File: src/css_pkg.sv
package css_pkg;

    // Configuration register indexes on the write port.
    localparam int CFG_IDX_BITS  = 3;
    localparam int CFG_DATA_BITS = 16;

    localparam logic [CFG_IDX_BITS-1:0] REG_REARM       = 3'd0;
    localparam logic [CFG_IDX_BITS-1:0] REG_TIMEOUT     = 3'd1;
    localparam logic [CFG_IDX_BITS-1:0] REG_SORT_FIRST  = 3'd2;
    localparam logic [CFG_IDX_BITS-1:0] REG_SORT_SECOND = 3'd3;
    localparam logic [CFG_IDX_BITS-1:0] REG_SORT_END    = 3'd4;
    localparam logic [CFG_IDX_BITS-1:0] REG_JOG_BACK    = 3'd5;
    localparam logic [CFG_IDX_BITS-1:0] REG_MAX_RETRIES = 3'd6;

    // Register reset values.
    localparam logic [15:0] RST_REARM       = 16'd1500;
    localparam logic [15:0] RST_TIMEOUT     = 16'd30000;
    localparam logic [15:0] RST_SORT_FIRST  = 16'd7000;
    localparam logic [15:0] RST_SORT_SECOND = 16'd17000;
    localparam logic [15:0] RST_SORT_END    = 16'd25000;
    localparam logic [15:0] RST_JOG_BACK    = 16'd1000;
    localparam logic [1:0]  RST_MAX_RETRIES = 2'd2;

    // Phase codes as seen on the result port.
    localparam logic [1:0] PHASE_MOVING = 2'd0;
    localparam logic [1:0] PHASE_WAIT   = 2'd1;
    localparam logic [1:0] PHASE_SORT   = 2'd2;
    localparam logic [1:0] PHASE_JOG    = 2'd3;

    // Classification codes.
    localparam logic [1:0] CLS_METAL   = 2'd0;
    localparam logic [1:0] CLS_PAPER   = 2'd1;
    localparam logic [1:0] CLS_PLASTIC = 2'd2;
    localparam logic [1:0] CLS_UNKNOWN = 2'd3;

    typedef struct packed {
        logic [15:0] rearm_ms;
        logic [15:0] class_wait_ms;
        logic [15:0] sort_first_ms;
        logic [15:0] sort_second_ms;
        logic [15:0] sort_end_ms;
        logic [15:0] jog_ms;
        logic [1:0]  max_retries;
    } t_cfg;

    typedef struct packed {
        logic       object_present;
        logic       class_valid;
        logic [1:0] class_code;
    } t_item;

    typedef struct packed {
        logic       belt_run;
        logic       belt_reverse;
        logic       gates_set;
        logic       gate_one;
        logic       gate_two;
        logic       ready_led;
        logic       busy_led;
        logic       capture_request;
        logic [1:0] phase;
    } t_result;

endpackage

File: src/css_cfg.sv
module css_cfg
    import css_pkg::*;
(
    input  logic                     i_clk,
    input  logic                     i_rst_n,
    input  logic                     i_cfg_we,
    input  logic [CFG_IDX_BITS-1:0]  i_cfg_idx,
    input  logic [CFG_DATA_BITS-1:0] i_cfg_data,
    output t_cfg                     o_cfg
);

    t_cfg r_cfg;

    always_ff @(posedge i_clk) begin
        if (!i_rst_n) begin
            r_cfg.rearm_ms       <= RST_REARM;
            r_cfg.class_wait_ms  <= RST_TIMEOUT;
            r_cfg.sort_first_ms  <= RST_SORT_FIRST;
            r_cfg.sort_second_ms <= RST_SORT_SECOND;
            r_cfg.sort_end_ms    <= RST_SORT_END;
            r_cfg.jog_ms         <= RST_JOG_BACK;
            r_cfg.max_retries    <= RST_MAX_RETRIES;
        end else if (i_cfg_we) begin
            unique case (i_cfg_idx)
                REG_REARM:       r_cfg.rearm_ms       <= i_cfg_data;
                REG_TIMEOUT:     r_cfg.class_wait_ms  <= i_cfg_data;
                REG_SORT_FIRST:  r_cfg.sort_first_ms  <= i_cfg_data;
                REG_SORT_SECOND: r_cfg.sort_second_ms <= i_cfg_data;
                REG_SORT_END:    r_cfg.sort_end_ms    <= i_cfg_data;
                REG_JOG_BACK:    r_cfg.jog_ms         <= i_cfg_data;
                REG_MAX_RETRIES: r_cfg.max_retries    <= i_cfg_data[1:0];
                default: ;
            endcase
        end
    end

    assign o_cfg = r_cfg;

endmodule

File: src/css_seq.sv
module css_seq
    import css_pkg::*;
#(
    parameter int TIME_BITS = 16
) (
    input  logic    i_clk,
    input  logic    i_rst_n,
    input  logic    i_fire,
    input  t_item   i_item,
    input  t_cfg    i_cfg,
    output t_result o_result
);

    // Compare width covers both the tick counter and the 16-bit settings.
    localparam int CW = (TIME_BITS > 16) ? TIME_BITS : 16;
    localparam logic [TIME_BITS-1:0] TMAX   = {TIME_BITS{1'b1}};
    localparam logic [CW-1:0]        TMAX_W = CW'(TMAX);

    typedef enum logic [1:0] {
        ST_MOVING = 2'd0,
        ST_WAIT   = 2'd1,
        ST_SORT   = 2'd2,
        ST_JOG    = 2'd3
    } t_phase;

    t_phase               r_phase,      n_phase;
    logic [TIME_BITS-1:0] r_elapsed,    n_elapsed;
    logic                 r_armed,      n_armed;
    logic [1:0]           r_retry,      n_retry;
    logic                 r_pend_valid, n_pend_valid;
    logic [1:0]           r_pend_class, n_pend_class;
    logic [15:0]          r_sort_limit, n_sort_limit;
    logic [1:0]           r_belt,       n_belt;      // {reverse, run}
    logic [2:0]           r_gate,       n_gate;      // {two, one, set}
    logic [1:0]           r_led,        n_led;       // {busy, ready}
    logic                 n_capture;

    logic [CW-1:0]        el_w;
    logic [CW-1:0]        rearm_w;
    logic [TIME_BITS-1:0] rearm_clip;
    logic                 moved;
    logic [TIME_BITS-1:0] moved_elapsed;

    function automatic logic [2:0] gate_code(input logic [1:0] cls);
        logic [2:0] g;
        case (cls)
            CLS_METAL:   g = 3'b001;
            CLS_PAPER:   g = 3'b101;
            CLS_PLASTIC: g = 3'b011;
            default:     g = 3'b101;
        endcase
        return g;
    endfunction

    always_comb begin
        el_w       = CW'(r_elapsed);
        rearm_w    = CW'(i_cfg.rearm_ms);
        rearm_clip = (rearm_w > TMAX_W) ? TMAX : rearm_w[TIME_BITS-1:0];

        n_phase       = r_phase;
        n_armed       = r_armed;
        n_retry       = r_retry;
        n_pend_valid  = r_pend_valid | i_item.class_valid;
        n_pend_class  = i_item.class_valid ? i_item.class_code : r_pend_class;
        n_sort_limit  = r_sort_limit;
        n_belt        = r_belt;
        n_gate        = r_gate;
        n_led         = r_led;
        n_capture     = 1'b0;
        moved         = 1'b0;
        moved_elapsed = '0;

        unique case (r_phase)
            ST_MOVING: begin
                if (!(el_w < rearm_w)) begin
                    n_armed  = r_armed | ~i_item.object_present;
                    n_led[0] = n_armed;
                    if (n_armed && i_item.object_present) begin
                        n_armed      = 1'b0;
                        n_led        = 2'b10;
                        n_belt       = 2'b00;
                        n_capture    = 1'b1;
                        n_pend_valid = 1'b0;
                        n_pend_class = CLS_METAL;
                        n_retry      = 2'd0;
                        n_phase      = ST_WAIT;
                        moved        = 1'b1;
                    end
                end
            end
            ST_WAIT: begin
                if (n_pend_valid) begin
                    if (n_pend_class == CLS_UNKNOWN && r_retry < i_cfg.max_retries) begin
                        n_retry = r_retry + 2'd1;
                        n_belt  = 2'b11;
                        n_phase = ST_JOG;
                        moved   = 1'b1;
                    end else begin
                        n_led[1] = 1'b0;
                        n_gate   = gate_code(n_pend_class);
                        case (n_pend_class)
                            CLS_METAL: n_sort_limit = i_cfg.sort_end_ms;
                            CLS_PAPER: n_sort_limit = i_cfg.sort_second_ms;
                            default:   n_sort_limit = i_cfg.sort_first_ms;
                        endcase
                        n_belt[0] = 1'b1;
                        n_phase   = ST_SORT;
                        moved     = 1'b1;
                    end
                end else if (el_w > CW'(i_cfg.class_wait_ms)) begin
                    n_led[1]     = 1'b0;
                    n_gate       = gate_code(CLS_UNKNOWN);
                    n_sort_limit = i_cfg.sort_first_ms;
                    n_belt[0]    = 1'b1;
                    n_phase      = ST_SORT;
                    moved        = 1'b1;
                end
            end
            ST_SORT: begin
                if (el_w > CW'(r_sort_limit)) begin
                    n_gate  = 3'b000;
                    n_phase = ST_MOVING;
                    moved   = 1'b1;
                end
            end
            ST_JOG: begin
                // Leaving the jog skips the rearm wait.
                if (el_w > CW'(i_cfg.jog_ms)) begin
                    n_belt        = 2'b01;
                    n_phase       = ST_MOVING;
                    moved         = 1'b1;
                    moved_elapsed = rearm_clip;
                end
            end
            default: ;
        endcase

        if (moved) begin
            n_elapsed = moved_elapsed;
        end else if (r_elapsed != TMAX) begin
            n_elapsed = r_elapsed + 1'b1;
        end else begin
            n_elapsed = r_elapsed;
        end
    end

    always_ff @(posedge i_clk) begin
        if (!i_rst_n) begin
            r_phase      <= ST_MOVING;
            r_elapsed    <= '0;
            r_armed      <= 1'b1;
            r_retry      <= 2'd0;
            r_pend_valid <= 1'b0;
            r_pend_class <= CLS_METAL;
            r_sort_limit <= RST_SORT_END;
            r_belt       <= 2'b01;
            r_gate       <= 3'b000;
            r_led        <= 2'b00;
        end else if (i_fire) begin
            r_phase      <= n_phase;
            r_elapsed    <= n_elapsed;
            r_armed      <= n_armed;
            r_retry      <= n_retry;
            r_pend_valid <= n_pend_valid;
            r_pend_class <= n_pend_class;
            r_sort_limit <= n_sort_limit;
            r_belt       <= n_belt;
            r_gate       <= n_gate;
            r_led        <= n_led;
        end
    end

    always_comb begin
        o_result.belt_run        = n_belt[0];
        o_result.belt_reverse    = n_belt[1];
        o_result.gates_set       = n_gate[0];
        o_result.gate_one        = n_gate[0] & n_gate[1];
        o_result.gate_two        = n_gate[0] & n_gate[2];
        o_result.ready_led       = n_led[0];
        o_result.busy_led        = n_led[1];
        o_result.capture_request = n_capture;
        o_result.phase           = n_phase;
    end

endmodule

File: src/conveyor_sort_sequencer_core.sv
// An accepted request passes the input register, then the result register.
// Throughput: one request per cycle while the result side does not stall; the sequencer state
// updates in the same cycle that the input register hands its request to the result register.
// Reset (i_rst_n low, synchronous): pipeline empty, phase moving, belt forward, gates at rest,
// sensor armed, settings back to their default values.
module conveyor_sort_sequencer_core
    import css_pkg::*;
#(
    parameter int TIME_BITS = 16
) (
    input  logic                     i_clk,
    input  logic                     i_rst_n,

    // Configuration write port.
    input  logic                     i_cfg_we,
    input  logic [CFG_IDX_BITS-1:0]  i_cfg_idx,
    input  logic [CFG_DATA_BITS-1:0] i_cfg_data,

    // Tick request channel.
    input  logic                     i_valid,
    output logic                     o_stall,
    input  logic                     i_object_present,
    input  logic                     i_class_valid,
    input  logic [1:0]               i_class_code,

    // Result channel.
    output logic                     o_valid,
    input  logic                     i_stall,
    output logic                     o_belt_run,
    output logic                     o_belt_reverse,
    output logic                     o_gates_set,
    output logic                     o_gate_one,
    output logic                     o_gate_two,
    output logic                     o_ready_led,
    output logic                     o_busy_led,
    output logic                     o_capture_request,
    output logic [1:0]               o_phase
);

    t_cfg    cfg;
    t_item   r_in;
    logic    r_in_valid;
    t_result r_out;
    logic    r_out_valid;
    t_result seq_result;
    logic    fire;
    logic    can_take;

    // A request moves from the input register to the result register whenever the
    // result register is empty or is being drained this cycle. The sequencer state
    // advances on exactly that move, so requests are processed strictly in order.
    assign fire     = r_in_valid && (!r_out_valid || !i_stall);
    assign can_take = !r_in_valid || fire;
    assign o_stall  = !can_take;

    css_cfg u_cfg (
        .i_clk      (i_clk),
        .i_rst_n    (i_rst_n),
        .i_cfg_we   (i_cfg_we),
        .i_cfg_idx  (i_cfg_idx),
        .i_cfg_data (i_cfg_data),
        .o_cfg      (cfg)
    );

    css_seq #(
        .TIME_BITS (TIME_BITS)
    ) u_seq (
        .i_clk    (i_clk),
        .i_rst_n  (i_rst_n),
        .i_fire   (fire),
        .i_item   (r_in),
        .i_cfg    (cfg),
        .o_result (seq_result)
    );

    // Input register: the skid point for the tick channel.
    always_ff @(posedge i_clk) begin
        if (!i_rst_n) begin
            r_in_valid <= 1'b0;
        end else if (i_valid && can_take) begin
            r_in_valid <= 1'b1;
        end else if (fire) begin
            r_in_valid <= 1'b0;
        end
    end

    always_ff @(posedge i_clk) begin
        if (i_valid && can_take) begin
            r_in.object_present <= i_object_present;
            r_in.class_valid    <= i_class_valid;
            r_in.class_code     <= i_class_code;
        end
    end

    // Result register: holds its value while the downstream side stalls.
    always_ff @(posedge i_clk) begin
        if (!i_rst_n) begin
            r_out_valid <= 1'b0;
        end else if (fire) begin
            r_out_valid <= 1'b1;
        end else if (!i_stall) begin
            r_out_valid <= 1'b0;
        end
    end

    always_ff @(posedge i_clk) begin
        if (fire) begin
            r_out <= seq_result;
        end
    end

    assign o_valid           = r_out_valid;
    assign o_belt_run        = r_out.belt_run;
    assign o_belt_reverse    = r_out.belt_reverse;
    assign o_gates_set       = r_out.gates_set;
    assign o_gate_one        = r_out.gate_one;
    assign o_gate_two        = r_out.gate_two;
    assign o_ready_led       = r_out.ready_led;
    assign o_busy_led        = r_out.busy_led;
    assign o_capture_request = r_out.capture_request;
    assign o_phase           = r_out.phase;

    // A capture request is only issued on the tick that enters the waiting phase.
    a_capture_enters_wait: assert property (@(posedge i_clk) disable iff (!i_rst_n)
        o_valid && o_capture_request |-> o_phase == PHASE_WAIT)
        else $error("capture request outside the waiting phase");

    // Gate command bits are masked while the gates are at rest.
    a_gates_rest: assert property (@(posedge i_clk) disable iff (!i_rst_n)
        o_valid && !o_gates_set |-> !o_gate_one && !o_gate_two)
        else $error("gate command active while gates at rest");

    // The belt only runs backward while jogging back, and then it is running.
    a_reverse_only_jog: assert property (@(posedge i_clk) disable iff (!i_rst_n)
        o_valid && o_belt_reverse |-> o_phase == PHASE_JOG && o_belt_run)
        else $error("belt reversed outside the jog phase");

    // A request taken in while nothing is in flight passes the input and result registers unstalled.
    a_latency: assert property (@(posedge i_clk) disable iff (!i_rst_n)
        i_valid && !o_stall && !r_in_valid && !o_valid |=> ##1 o_valid)
        else $error("result missing after accepted request");

endmodule

File: config.mk
export PLATFORM = sky130hd
export DESIGN_NAME = conveyor_sort_sequencer_core
export DESIGN_NICKNAME = d
export VERILOG_FILES = /design/src/css_pkg.sv /design/src/css_cfg.sv /design/src/css_seq.sv /design/src/conveyor_sort_sequencer_core.sv
export SDC_FILE = /design/constraint.sdc
export NUM_CORES = 1
export LEC_CHECK = 0
export BUFFER_PORTS_ARGS = -buffer_cell sky130_fd_sc_hd__clkbuf_2
export CAP_MARGIN = 20
export CELL_PAD_IN_SITES_DETAIL_PLACEMENT = 2
export CELL_PAD_IN_SITES_GLOBAL_PLACEMENT = 2
export CORE_UTILIZATION = 40
export DETAILED_ROUTE_END_ITERATION = 8
export HOLD_SLACK_MARGIN = 0.08
export PLACE_DENSITY_LB_ADDON = 0.25
export SLEW_MARGIN = 20
export SYNTH_ARGS = -nofsm -noshare
export SYNTH_HDL_FRONTEND = slang
export SYNTH_SLANG_ARGS = --single-unit
File: constraint.sdc
create_clock -name i_clk -period 4.7 [get_ports i_clk]
set_input_delay 0.235 -clock i_clk [delete_from_list [all_inputs] [get_ports i_clk]]
set_output_delay 0.235 -clock i_clk [all_outputs]
set_load 0.01 [all_outputs]
# Word-level counts from Yosys, hierarchy flattened
# Cells that the tools add are included.
dict set report word_totals {
  ramBits 0
  latch_bits 0
  memories 0
  rom_bits 0
  ff_bits 161
  output_inout_bits 12
  word_cells 154
  inputBits 28
}
dict set report op_classes {
  n_eq_ne 19
  multipliers 0
  n_reduce_logical 28
  n_shift 0
  n_addsub 2
  magnitude_cmp 6
  muxes 62
  n_div 0
  bitwise_logic 6
}
# cell count
set ops {}
lappend ops {{2-to-1 mux 16 bit} 8}
lappend ops {{> comparator 16 bit} 3}
lappend ops {{2-to-1 mux 2 bit} 19}
lappend ops {{one-hot mux 16 bit (2 select lines)} 1}
lappend ops {{2-to-1 mux 1 bit} 23}
lappend ops {{adder 16 x 1 -> 16 bit, second input constant} 1}
lappend ops {{> comparator 16 bit, second input constant} 1}
lappend ops {{less-than comparator 16 bit} 1}
lappend ops {{!= test 16 bit, second input constant} 1}
lappend ops {{AND reduction 2 bit} 8}
lappend ops {{2-to-1 mux 3 bit} 4}
lappend ops {{one-hot mux 3 bit (2 select lines)} 2}
lappend ops {{== test 3 bit, second input constant} 3}
lappend ops {{== test 2 bit, second input constant} 4}
lappend ops {{!= test 2 x 1 -> 1 bit, second input constant} 4}
lappend ops {{one-hot mux 2 bit (4 select lines)} 1}
lappend ops {{nonzero test 2 bit} 4}
lappend ops {{== test 3 x 2 -> 1 bit, second input constant} 2}
lappend ops {{one-hot mux 2 bit (3 select lines)} 1}
lappend ops {{AND reduction 6 bit} 1}
lappend ops {{== test 2 x 1 -> 1 bit, second input constant} 2}
lappend ops {{logical AND 1 bit} 4}
lappend ops {{zero test 1 bit} 4}
lappend ops {{zero test 2 bit} 2}
lappend ops {{14 further kinds} 19}

# Longest topological paths before layout
# Gate-level depths: netlist of the first run.
dict set report depth {
  depth_word 8
  ltp_mapped 11
  ltp_nobuf 11
}

# Hierarchy
# From an unflattened synthesis of the first run, not the netlist that was laid out.
dict set report unflattened {
  hier_cells 993
  area_unflattened_um2 8883.5
}
# module instances area_each_um2 cells_each seq_area_each_um2
set by_module_without_submodules {}
lappend by_module_without_submodules {css_seq 1 4606.9 611 940.9}
lappend by_module_without_submodules {css_cfg 1 3772.4 360 1961.9}
lappend by_module_without_submodules {conveyor_sort_sequencer_core 1 504.2 22 460.4}

# Worst setup path after synthesis of the first run
# No wires, ideal clock.
dict set report synth_timing {
  path_kind {reg2reg}
  start {reg u_seq.r_elapsed[15] (netlist: u_seq.el_w[15])}
  end {reg r_out (netlist bit o_gate_one) (data pin)}
  arrival_ps 2416
  path_stages_with_launch 11
  slack_ps 2028
  n_path_buf 1
  path_cell_list {dfxtp_1 -> ha_1 -> nand4_1 -> or4_1 -> o31ai_1 -> a31oi_1 -> and2_1 -> clkbuf_1 -> a22oi_1 -> inv_2 -> o211a_1}
}
# item line
set synth_rtl {}
lappend synth_rtl {{from (decl)} css_seq.sv:27} ;# logic [TIME_BITS-1:0] r_elapsed, n_elapsed;
lappend synth_rtl {{from (signal assigned)} css_seq.sv:161} ;# r_elapsed <= n_elapsed;
lappend synth_rtl {{to (signal assigned)} conveyor_sort_sequencer_core.sv:108} ;# r_out <= seq_result;
lappend synth_rtl {{to (decl)} conveyor_sort_sequencer_core.sv:43} ;# t_result r_out;

# Worst setup path after layout of the first run
dict set report layout_timing {
  start {reg u_seq.r_elapsed[15] (netlist: u_seq.el_w[15])}
  end {reg u_seq.r_elapsed[12] (netlist: u_seq.el_w[12])}
}
dict set report layout_between {
  elab_chain_cells 6
  word_cells_on_any_way 16
  classes_between {order compare (4); eq/ne (1); mux (9); reduce/logical (2)}
}
# item line
set layout_rtl {}
lappend layout_rtl {{> comparator 16 bit} css_seq.sv:110} ;# end else if (el_w > CW'(i_cfg.class_wait_ms)) begin
lappend layout_rtl {{2-to-1 mux 1 bit} css_seq.sv:110}
lappend layout_rtl {{2-to-1 mux 1 bit} css_seq.sv:92} ;# if (n_pend_valid) begin
lappend layout_rtl {{one-hot mux 1 bit (4 select lines)} css_seq.sv:73} ;# unique case (r_phase)
lappend layout_rtl {{nonzero test 2 bit (no line)} --}
lappend layout_rtl {{AND reduction 2 bit (no line)} --}
# Several ways; a longest one is shown, not always the timed one.
# A chain may end at the register's enable or synchronous reset.

==> results of run 1 <==
## where the power goes
group / internal (µW) / total [µW] / leakage (µW) / switching [µW]
registers: 1430 / 1480 / 0.00133 / 46.2
logic: 123 / 388 / 0.00222 / 265
clock network: 798 / 1420 / 0.000289 / 621
## worst register-to-register path: stages (launching register included)
cell and delay, ps:
sky130_fd_sc_hd__dfxtp_1 510, sky130_fd_sc_hd__ha_1 340, sky130_fd_sc_hd__a2111oi_0 510, sky130_fd_sc_hd__o21ai_0 230, sky130_fd_sc_hd__a311oi_1 520, sky130_fd_sc_hd__a31oi_1 270
sky130_fd_sc_hd__a311oi_2 470, sky130_fd_sc_hd__or2_1 450, sky130_fd_sc_hd__nand3_1 170, sky130_fd_sc_hd__a31oi_1 210
## cells by family (layout without fill, tap and decap cells)
logic type / count (synthesis) / count (layout) / share of synthesized area
AOI/OAI and AO/OA: 250 / 250 / 0.186
and+or+nand+nor: 435 / 435 / 0.229
muxes: 6 / 6 / 0.00738
DFF: 161 / 161 / 0.405
xor gates and xnor gates: 10 / 10 / 0.0105
buffers and inverters: 125 / 165 / 0.0577
adders and majority gates: 69 / 69 / 0.104
## state kept, by name (all words and copies together) (netlist names), 3 cells and up
name	flops
r_in	4
u_cfg.o_cfg	98
u_seq.el_w	16
u_seq.r_gate	3
u_seq.r_sort_limit	16
## routing by layer
layer	vias up	share of wire	track usage
li1	3714	-	-
met1	4108	0.42	0.375
met2	209	0.51	0.554
met3	70	0.040	0.0531
met4	0	0.032	0.131
met5	-	0	0
## metrics by stage
stage | hold slack (ps) | instance area, µm²
after global placement | 413 | 8750
after floorplan | 334 | 8300
after CTS | 111 | 9390
after global routing | 131 | 9400
final | 119 | 9400
after detailed placement | 418 | 8750
## layout make-up
cell class                      instances  area, µm²
Clock buffer                           23        489
Clock inverter                          9       93.8
Fill cell                            2299      10900
Inverter                               76        285
Multi-Input combinational cell        770       4490
Sequential cell                       161       3360
Tap cell                              270        338
Timing Repair Buffer                   57        345
## cells in the final DEF, fill, tap and decap left out, types with 3 or more instances in the layout
cell,instances
sky130_fd_sc_hd__ha_1,69
sky130_fd_sc_hd__nand2_1,271
sky130_fd_sc_hd__mux2i_1,3
sky130_fd_sc_hd__clkbuf_2,39
sky130_fd_sc_hd__o21ai_0,25
sky130_fd_sc_hd__nand2b_1,6
sky130_fd_sc_hd__dfxtp_1,147
sky130_fd_sc_hd__clkbuf_1,3
sky130_fd_sc_hd__nand4_1,13
sky130_fd_sc_hd__nor2b_1,6
sky130_fd_sc_hd__or4_1,4
sky130_fd_sc_hd__inv_6,4
sky130_fd_sc_hd__edfxtp_1,14
sky130_fd_sc_hd__clkbuf_16,18
sky130_fd_sc_hd__buf_4,12
sky130_fd_sc_hd__or3_1,4
sky130_fd_sc_hd__o21ai_1,10
sky130_fd_sc_hd__a211oi_1,5
sky130_fd_sc_hd__a22oi_1,6
sky130_fd_sc_hd__o22ai_1,3
sky130_fd_sc_hd__inv_1,74
sky130_fd_sc_hd__o211ai_1,44
sky130_fd_sc_hd__a21oi_1,111
sky130_fd_sc_hd__dlygate4sd3_1,6
sky130_fd_sc_hd__and3_1,9
sky130_fd_sc_hd__nor2_1,30
sky130_fd_sc_hd__xnor2_1,7
sky130_fd_sc_hd__and2_1,5
sky130_fd_sc_hd__nor3_1,5
sky130_fd_sc_hd__nand3_1,66
sky130_fd_sc_hd__a31oi_1,12
sky130_fd_sc_hd__a21o_1,8
sky130_fd_sc_hd__xor2_1,3
sky130_fd_sc_hd__nor3_2,3
## final timing paths
path                                start                            to  cells past startpoint
min                         i_cfg_data[4]  u_cfg.o_cfg[22]$_SDFFE_PN0P_                      3
max reg2reg   u_seq.el_w[15]$_SDFFE_PN0P_   u_seq.el_w[12]$_SDFFE_PN0P_                      9
max           u_seq.el_w[15]$_SDFFE_PN0P_   u_seq.el_w[12]$_SDFFE_PN0P_                      9
min reg2reg  u_cfg.o_cfg[16]$_SDFFE_PN0P_  u_cfg.o_cfg[16]$_SDFFE_PN0P_                      2
==> impl_metrics.json, run 1 <==
{
  "power_leakage_uw": 0.00384,
  "max_freq_ghz": 0.266,
  "post-route-min-period_ps": 3760,
  "setup_total_negative_slack_ps": 0,
  "power_density_mw_per_mm2": 349,
  "gpl.final_weighted_congestion": 0.886,
  "cts_resized": 0,
  "timing.final.setup_violations": 0,
  "final_hold_viol_count": 0,
  "cp_data_arrival_time_ps": 4120,
  "setup.worst_path.class": "register to register",
  "crit_path_max_fanout": 9,
  "largest_area_contributor_in_the_netlist": "sky130_fd_sc_hd__dfxtp_1",
  "fin_crit_sh": 0.800,
  "placedCellCount": 1328,
  "worst_clock_skew_ps": 13.9,
  "timing.max_slew.rel_slack": 0.315,
  "synthesis.instances": 1056,
  "dieWidth_um": 146,
  "ys.warnings.count": 0,
  "synth.top_cell.area_share": 0.354,
  "worst_ep_required_time_ps": 5060,
  "slew_viol_final": 0,
  "yosys-top-cells-area": "sky130_fd_sc_hd__dfxtp_1 (35%), sky130_fd_sc_hd__nand2_1 (12%), sky130_fd_sc_hd__ha_1 (10%), sky130_fd_sc_hd__a21oi_1 (6.7%), sky130_fd_sc_hd__edfxtp_1 (5.1%)",
  "run_status": "finished clean",
  "timing.critical_path.from_type": "register",
  "setup_slack_ps": 941,
  "cts_tree": "yes",
  "fin_util": 0.463,
  "share_of_cells_above_drive_strength_1": 0.0912,
  "cts_max_path_buffers": 2,
  "clock_latency_ps": 450,
  "grt_start_max_net_pins": 69,
  "clock_tree.htree_level_count": 4,
  "floorplan.initialDensity": 0.409,
  "final_hpwl_from_detailed_placement_um": 20800,
  "synth_most_common_cell": "sky130_fd_sc_hd__nand2_1",
  "core_area_mm2": 0.0203,
  "max_slew.worst_pin.slew_ps": 1030,
  "grt-ovfl-total": 0,
  "drt-wirelength-per-cell_um": 23.7,
  "cp_num_buf_inv": 0,
  "cts_sinks": 161,
  "die-area_mm2": 0.0213,
  "postCtsSetupBuffers": 0,
  "rsz0062_at_grt": "false",
  "routed-via-count": 8101,
  "via_count_of_the_first_global_routing_pass": 8876,
  "synth_cell_type_count": 63,
  "antenna_found_initial": 0,
  "critPathCaptureType": "register",
  "clock_pin_slew_on_the_worst_setup_and_hold_paths_ps": 70,
  "detailedRoute.firstIterationViolations": 372,
  "drtAntennaViolNets": 0,
  "vdd_ir_drop_max_mv": 0.265,
  "mappedNetlistNets": 1153,
  "post_synth_instance_area_mm2": 0.00830,
  "diodes": 0,
  "drt_wl_total_um": 32300,
  "timing.hold.worst.class": "input port to register",
  "grtUsageTotal": 0.313,
  "timing.critical_path.mode_cell": "sky130_fd_sc_hd__a31oi_1",
  "cts_root_buf": "sky130_fd_sc_hd__clkbuf_16",
  "die-height_um": 146,
  "postSynth.topFlopCell": "sky130_fd_sc_hd__dfxtp_1",
  "layout.nets": 1180,
  "synth_common_cells": "sky130_fd_sc_hd__nand2_1 (271), sky130_fd_sc_hd__dfxtp_1 (147), sky130_fd_sc_hd__a21oi_1 (111)",
  "maxCapViolations": 0,
  "core.rowCount": 52,
  "worstPathCellList": "ha_1 > a2111oi_0 > o21ai_0 > a311oi_1 > a31oi_1 > a311oi_2 > or2_1 > nand3_1 > a31oi_1",
  "ff2ff_setup_slack_ps": 940,
  "postSynth.asyncResetShare": 0,
  "synth_edf_count": 14,
  "route.detailed.vias_per_inst": 5.93,
  "boundary_pin_count": 40,
  "register_bit_total_from_synthesis": 161,
  "post_synth.cell_area_avg_um2": 7.86,
  "wire_length_of_the_first_global_routing_pass_um": 50900,
  "place_ws_ps": 1070,
  "fin_total_pwr_uw": 3280,
  "drc": 0,
  "critical_path.slowest_cell": "sky130_fd_sc_hd__a311oi_1",
  "crit_path_max_incr_delay_ps": 520,
  "cts_inserted_buffers": 17,
  "detailedRoute.firstPassIterationCount": 5,
  "place.port_buffers": 39,
  "cts-hold-fix-buffers": 6,
  "synth.yosys.seq_area_share": 0.405,
  "flow.area_growth_from_synthesis_pct": 13.2,
  "layout.cells.non_filler": 1366,
  "crit_family": "compound AO/OA/AOI/OAI gates"
}
No activity file was read; power rests on OpenSTA's default activity.
==> run 2, diff against run 1 <==
- ABC_AREA: unset -> 1
- CORE_UTILIZATION: 40 -> 33
- clock period: 4.7 -> 3.2 ns (I/O delays scaled with it)
==> impl_metrics.json, run 2 <==
{
  "final_hpwl_from_detailed_placement_um": 20400,
  "cts_max_path_buffers": 2,
  "synth_cell_type_count": 43,
  "worst_r2r_src": "u_seq.el_w[7]$_SDFFE_PN0P_",
  "die-area_mm2": 0.0266,
  "switching_power_summed_over_all_nets_uw": 1610,
  "dieWidth_um": 163,
  "place.port_buffers": 39,
  "detailedRoute.firstPassIterationCount": 4,
  "worst_clock_skew_ps": 16.9,
  "yosys-top-cells-area": "sky130_fd_sc_hd__dfxtp_1 (34%), sky130_fd_sc_hd__nand2_1 (11%), sky130_fd_sc_hd__ha_1 (10%), sky130_fd_sc_hd__o21ai_0 (7.3%), sky130_fd_sc_hd__inv_1 (6.1%)",
  "cts_inserted_buffers": 17,
  "gpl.final_weighted_congestion": 0.762,
  "rr_endpoint": "u_seq.el_w[5]$_SDFFE_PN0P_",
  "drt_wl_total_um": 27900,
  "post-route-min-period_ps": 2910,
  "diodes": 0,
  "mappedNetlistNets": 1267,
  "flow.area_growth_from_synthesis_pct": 14.6,
  "synth_edf_count": 14,
  "boundary_pin_count": 40,
  "routed-via-count": 7926,
  "critPathCaptureType": "register",
  "fin_crit_sh": 0.909,
  "post_synth.cell_area_avg_um2": 7.33,
  "timing.critical_path.from_type": "register",
  "share_of_cells_above_drive_strength_1": 0.0911,
  "max_freq_ghz": 0.344,
  "combinationalPowerShare": 0.154,
  "worstRegToRegCells": 16,
  "crit_path_max_fanout": 26,
  "synthesis.instances": 1170,
  "power.internal_uw": 3530,
  "slew_viol_final": 0,
  "min_from": "i_cfg_data[13]",
  "power_density_mw_per_mm2": 522,
  "run_status": "finished clean",
  "setup.worst_path.class": "register to register",
  "ys.warnings.count": 0,
  "drtAntennaViolNets": 0,
  "fin_util": 0.388,
  "cp_data_arrival_time_ps": 3230,
  "clock_pin_slew_on_the_worst_setup_and_hold_paths_ps": 80,
  "grtUsageTotal": 0.222,
  "layout.cells.most_common_list": "sky130_fd_sc_hd__nand2_1 (247), sky130_fd_sc_hd__dfxtp_1 (147), sky130_fd_sc_hd__inv_1 (140), sky130_fd_sc_hd__o21ai_0 (125), sky130_fd_sc_hd__nor2_1 (124)",
  "clock_latency_ps": 440,
  "ff2ff_setup_slack_ps": 290,
  "cts_root_buf": "sky130_fd_sc_hd__clkbuf_16",
  "grt_start_max_net_pins": 135,
  "sequentialPowerShare": 0.430,
  "route.detailed.vias_per_inst": 5.12,
  "cts_sinks": 161,
  "postCtsSetupBuffers": 0,
  "clock_tree.htree_level_count": 4,
  "hold-path-endpoint": "u_cfg.o_cfg[79]$_SDFFE_PN1P_",
  "timing.hold.worst.class": "input port to register",
  "max_slew.worst_pin.slew_ps": 696,
  "layout.cells.most_common": "sky130_fd_sc_hd__nand2_1",
  "postSynth.topFlopCell": "sky130_fd_sc_hd__dfxtp_1",
  "rsz0062_at_grt": "false",
  "grt-ovfl-total": 0,
  "final_hold_viol_count": 0,
  "floorplan.initialDensity": 0.339,
  "min_delay_path_depth": 3,
  "setup_total_negative_slack_ps": 0,
  "wire_length_of_the_first_global_routing_pass_um": 45600,
  "synth_most_common_cell": "sky130_fd_sc_hd__nand2_1",
  "power_switching_share": 0.313,
  "timing.final.setup_violations": 0,
  "timing.max_slew.rel_slack": 0.536,
  "drc": 0,
  "core_area_mm2": 0.0253,
  "via_count_of_the_first_global_routing_pass": 8606,
  "synth.yosys.seq_area_share": 0.392,
  "synth.top_cell.area_share": 0.343,
  "power_leakage_uw": 0.00450,
  "largest_reg_flops": 98,
  "core.rowCount": 58,
  "die-height_um": 163,
  "layout.nets": 1303,
  "postSynth.asyncResetShare": 0,
  "antenna_found_initial": 0,
  "post_synth_instance_area_mm2": 0.00858,
  "largest_area_contributor_in_the_netlist": "sky130_fd_sc_hd__dfxtp_1",
  "register_bit_total_from_synthesis": 161,
  "hold-worst-slack_ps": 92.0,
  "cts_tree": "yes",
  "worst_ep_required_time_ps": 3530,
  "vdd_ir_drop_max_mv": 0.239,
  "p_clk_frac": 0.416,
  "synth_common_cells": "sky130_fd_sc_hd__nand2_1 (247), sky130_fd_sc_hd__dfxtp_1 (147), sky130_fd_sc_hd__inv_1 (140)",
  "drt-wirelength-per-cell_um": 18.0,
  "maxCapViolations": 0,
  "detailedRoute.firstIterationViolations": 304
}
[run 2: per-stage QoR]
step	power [µW]	worst slack [ps]	cells	area, µm²
3_3_place_gp	3000	442	1502	9080
2_1_floorplan	2760	1140	1170	8580
3_5_place_dp	3030	332	1502	9080
4_1_cts	5200	296	1549	9830
6_report	5140	292	1549	9830
5_1_grt	5380	35.4	1549	9830
[run 2: layer usage]
metal	up-vias	part of all wire	GRT usage
li1	3921	-	-
met1	3935	0.48	0.284
met2	47	0.49	0.392
met3	23	0.013	0.0297
met4	0	0.012	0.0535
met5	-	0	0
[run 2: cell type report]
type	count	area (µm²)
clock buffers	18	439
flip-flops and latches	161	3360
repair buffers	66	450
multi-input cells	815	4460
clock inverters	14	160
fillers	2982	15500
well taps	330	413
inverters	145	547
[run 2: worst max-delay path by stage]
stage / from / end / slack, ps
floorplan: u_seq.el_w[7]$_SDFFE_PN0P_ / u_seq.el_w[12]$_SDFFE_PN0P_ / 1140
global placement: u_seq.el_w[11]$_SDFFE_PN0P_ / u_seq.el_w[11]$_SDFFE_PN0P_ / 440
detailed placement: u_seq.el_w[7]$_SDFFE_PN0P_ / u_seq.el_w[5]$_SDFFE_PN0P_ / 330
CTS: u_seq.el_w[7]$_SDFFE_PN0P_ / u_seq.el_w[5]$_SDFFE_PN0P_ / 300
global route: u_seq.el_w[7]$_SDFFE_PN0P_ / u_seq.el_w[7]$_SDFFE_PN0P_ / 40
finish: u_seq.el_w[7]$_SDFFE_PN0P_ / u_seq.el_w[5]$_SDFFE_PN0P_ / 290
[run 2: power groups by stage]
| stage | combinational [µW] | sequential (µW) | clock, µW |
|---|---|---|---|
| global placement | 750 | 2250 | 0 |
| CTS | 808 | 2210 | 2180 |
| floorplan | 533 | 2230 | 0 |
| detailed placement | 779 | 2250 | 0 |
| finish | 793 | 2210 | 2140 |
| global route | 905 | 2220 | 2260 |
[run 2: cells by family (layout without fill, tap and decap cells)]
logic type,Yosys count,in the layout,synth area share
XOR/XNOR,15,15,0.0153
AND/OR/NAND/NOR,463,463,0.231
flip-flops,161,161,0.392
adder cells (fa/ha/maj),69,69,0.101
AO/OA/AOI/OAI,268,268,0.173
buffers and inverters,194,243,0.0887
[run 2: critical path, cell delays in order, from the launching register on]
cell	delay, ps
sky130_fd_sc_hd__dfxtp_1	630
sky130_fd_sc_hd__ha_1	240
sky130_fd_sc_hd__nand2_1	80
sky130_fd_sc_hd__nor2_1	180
sky130_fd_sc_hd__nand2_1	80
sky130_fd_sc_hd__nand2_1	60
sky130_fd_sc_hd__nand2_1	50
sky130_fd_sc_hd__nand2_1	150
sky130_fd_sc_hd__nand3_2	120
sky130_fd_sc_hd__inv_4	220
sky130_fd_sc_hd__nor2_8	80
sky130_fd_sc_hd__nand2_8	100
sky130_fd_sc_hd__nand2_8	140
sky130_fd_sc_hd__a21oi_4	410
sky130_fd_sc_hd__nand2_1	110
sky130_fd_sc_hd__nand2_1	90
sky130_fd_sc_hd__nor2_1	50
[run 2: timing repair]
| action | in CTS | in global routing |
|---|---|---|
| hold buffers | 15 | 0 |
| endpoints found under the hold margin | 17 | 0 |
| resized for setup | 0 | 0 |
==> run 3, diff against run 2 <==
- CORE_UTILIZATION: 33 -> 39
- clock period: 3.2 -> 3.6 ns (I/O delays scaled with it)
==> impl_metrics.json, run 3 (same netlist as run 2, synthesis figures left out) <==
{
  "run_status": "finished clean",
  "rr_endpoint": "u_seq.el_w[5]$_SDFFE_PN0P_",
  "cts-hold-fix-buffers": 7,
  "rsz0062_at_grt": "false",
  "grt-ovfl-total": 0,
  "timing.hold.worst.class": "input port to register",
  "wire_length_of_the_first_global_routing_pass_um": 52400,
  "max_freq_ghz": 0.324,
  "routed-via-count": 8310,
  "largest_reg_flops": 98,
  "detailedRoute.firstIterationViolations": 297,
  "top_signal_layer_used": "met4",
  "drt-wirelength-per-cell_um": 22.6,
  "final_hpwl_from_detailed_placement_um": 21200,
  "crit_path_max_incr_delay_ps": 470,
  "timing.critical_path.from_type": "register",
  "cp_data_arrival_time_ps": 3430,
  "crit_family": "simple AND/OR/NAND/NOR gates",
  "routedLengthMet1_um": 14700,
  "floorplan.initialDensity": 0.403,
  "met3_wirelength_um": 824,
  "crit_path_max_fanout": 26,
  "clock_latency_ps": 450,
  "critical_path.slowest_cell": "sky130_fd_sc_hd__dfxtp_1",
  "multiInputGateArea_mm2": 0.00446,
  "drtAntennaViolNets": 0,
  "worstRegToRegCells": 16,
  "met2WireLength_um": 17100,
  "die-height_um": 150,
  "layout.cells.non_filler": 1487,
  "layout.nets": 1296,
  "flow.area_growth_from_synthesis_pct": 12.8,
  "boundary_pin_count": 40,
  "worst_clock_skew_ps": 14.0,
  "power_leakage_uw": 0.00446,
  "min_from": "i_cfg_data[10]",
  "postCtsSetupBuffers": 0,
  "place.port_buffers": 39,
  "post-route-min-period_ps": 3090,
  "area.sequential_mm2": 0.00336,
  "timing.final.setup_violations": 0,
  "max_slew.worst_pin.slew_ps": 718,
  "route.detailed.vias_per_inst": 5.59,
  "fillerInstances": 2452,
  "min_delay_path_depth": 3,
  "die-area_mm2": 0.0226,
  "cts_tree": "yes",
  "clock_pin_slew_on_the_worst_setup_and_hold_paths_ps": 80,
  "slew_viol_final": 0,
  "drt_wl_total_um": 33600,
  "gpl.final_weighted_congestion": 0.817,
  "dieWidth_um": 150,
  "drc": 0,
  "worstPathCellList": "ha_1 > nand2_1 > nor2_1 > nand2_1 > nand2_1 > nand2_1 > nand2_1 > nand3_2 > inv_4 > nor2_8 > nand2_8 > nand2_8 > a21oi_4 > nand2_1 > nand2_1 > nor2_1",
  "core.rowCount": 53,
  "layout.cells.most_common": "sky130_fd_sc_hd__nand2_1",
  "cts_max_path_buffers": 2,
  "via_count_of_the_first_global_routing_pass": 9340,
  "worst_ep_required_time_ps": 3940,
  "timing.max_slew.rel_slack": 0.521,
  "startpoint": "u_seq.el_w[7]$_SDFFE_PN0P_",
  "ff2ff_setup_slack_ps": 510,
  "cts_inserted_buffers": 17,
  "antenna_found_initial": 0,
  "grtUsageTotal": 0.310,
  "cts_root_buf": "sky130_fd_sc_hd__clkbuf_16",
  "setup.worst_path.class": "register to register",
  "fin_crit_sh": 0.857,
  "clock_tree.htree_level_count": 4,
  "maxCapViolations": 0,
  "setup_total_negative_slack_ps": 0,
  "layout.cells.most_common_list": "sky130_fd_sc_hd__nand2_1 (247), sky130_fd_sc_hd__dfxtp_1 (147), sky130_fd_sc_hd__inv_1 (140), sky130_fd_sc_hd__o21ai_0 (125), sky130_fd_sc_hd__nor2_1 (124)",
  "grt_start_max_net_pins": 69,
  "hold-path-endpoint": "u_cfg.o_cfg[76]$_SDFFE_PN1P_",
  "worst_r2r_src": "u_seq.el_w[7]$_SDFFE_PN0P_",
  "diodes": 0,
  "power_density_mw_per_mm2": 478,
  "core_area_mm2": 0.0213,
  "critPathCaptureType": "register",
  "cts_sinks": 161,
  "placedCellCount": 1448,
  "detailedRoute.firstPassIterationCount": 4,
  "timing.critical_path.mode_cell": "sky130_fd_sc_hd__nand2_1",
  "final_hold_viol_count": 0,
  "cts_resized": 0,
  "vdd_ir_drop_max_mv": 0.255,
  "cp_num_buf_inv": 1,
  "share_of_cells_above_drive_strength_1": 0.0924
}
## run 3: cell count changes in the layout (fill, tap and decap cells not counted), moves of 2 or more
cell / before / now
sky130_fd_sc_hd__dlygate4sd3_1: 15 / 7
sky130_fd_sc_hd__buf_4: 12 / 14
sky130_fd_sc_hd__inv_6: 5 / 2
sky130_fd_sc_hd__clkinv_8: 1 / 4
sky130_fd_sc_hd__clkinv_4: 1 / 3
## run 3: area by class of cell
cell class	instances	share of cell area
Timing Repair Buffer	59	0.0377
Sequential cell	161	0.347
Clock buffer	18	0.0454
Clock inverter	14	0.0171
Multi-Input combinational cell	815	0.460
Inverter	145	0.0565
Tap cell	275	0.0355
## run 3: metrics by stage
stage	worst slack (ps)	cell area, µm²	hold slack (ps)	total power, µW	util
finish	514	9680	94.4	4630	0.455
floorplan	1540	8580	279	2450	-
detailed placement	759	9010	360	2700	0.423
CTS	503	9680	87.9	4640	0.455
global placement	849	9010	361	2660	0.423
global route	339	9680	116	4800	0.455
## run 3: power breakdown
part	switching (µW)	internal [µW]
Sequential	78.1	1890
Combinational	524	229
Clock	948	957
Total	1550	3080
## run 3: how the worst max path moves through the flow
stage	depth (start not counted)	end	slack, ps
after CTS	16	u_seq.el_w[5]$_SDFFE_PN0P_	500
after floorplan	15	u_seq.el_w[12]$_SDFFE_PN0P_	1540
after detailed placement	16	u_seq.el_w[8]$_SDFFE_PN0P_	760
final	16	u_seq.el_w[5]$_SDFFE_PN0P_	510
after global placement	16	u_seq.el_w[8]$_SDFFE_PN0P_	850
after global routing	16	u_seq.el_w[5]$_SDFFE_PN0P_	340
## run 3: routing by layer
metal	GRT usage	up-vias
li1	-	3905
met1	0.367	4185
met2	0.556	147
met3	0.0488	73
met4	0.124	0
met5	0	-
## run 3: tightest hold or removal path, cell delays in order
cell,delay (ps)
sky130_fd_sc_hd__clkbuf_2,180
sky130_fd_sc_hd__nand2_1,80
sky130_fd_sc_hd__o211ai_1,70
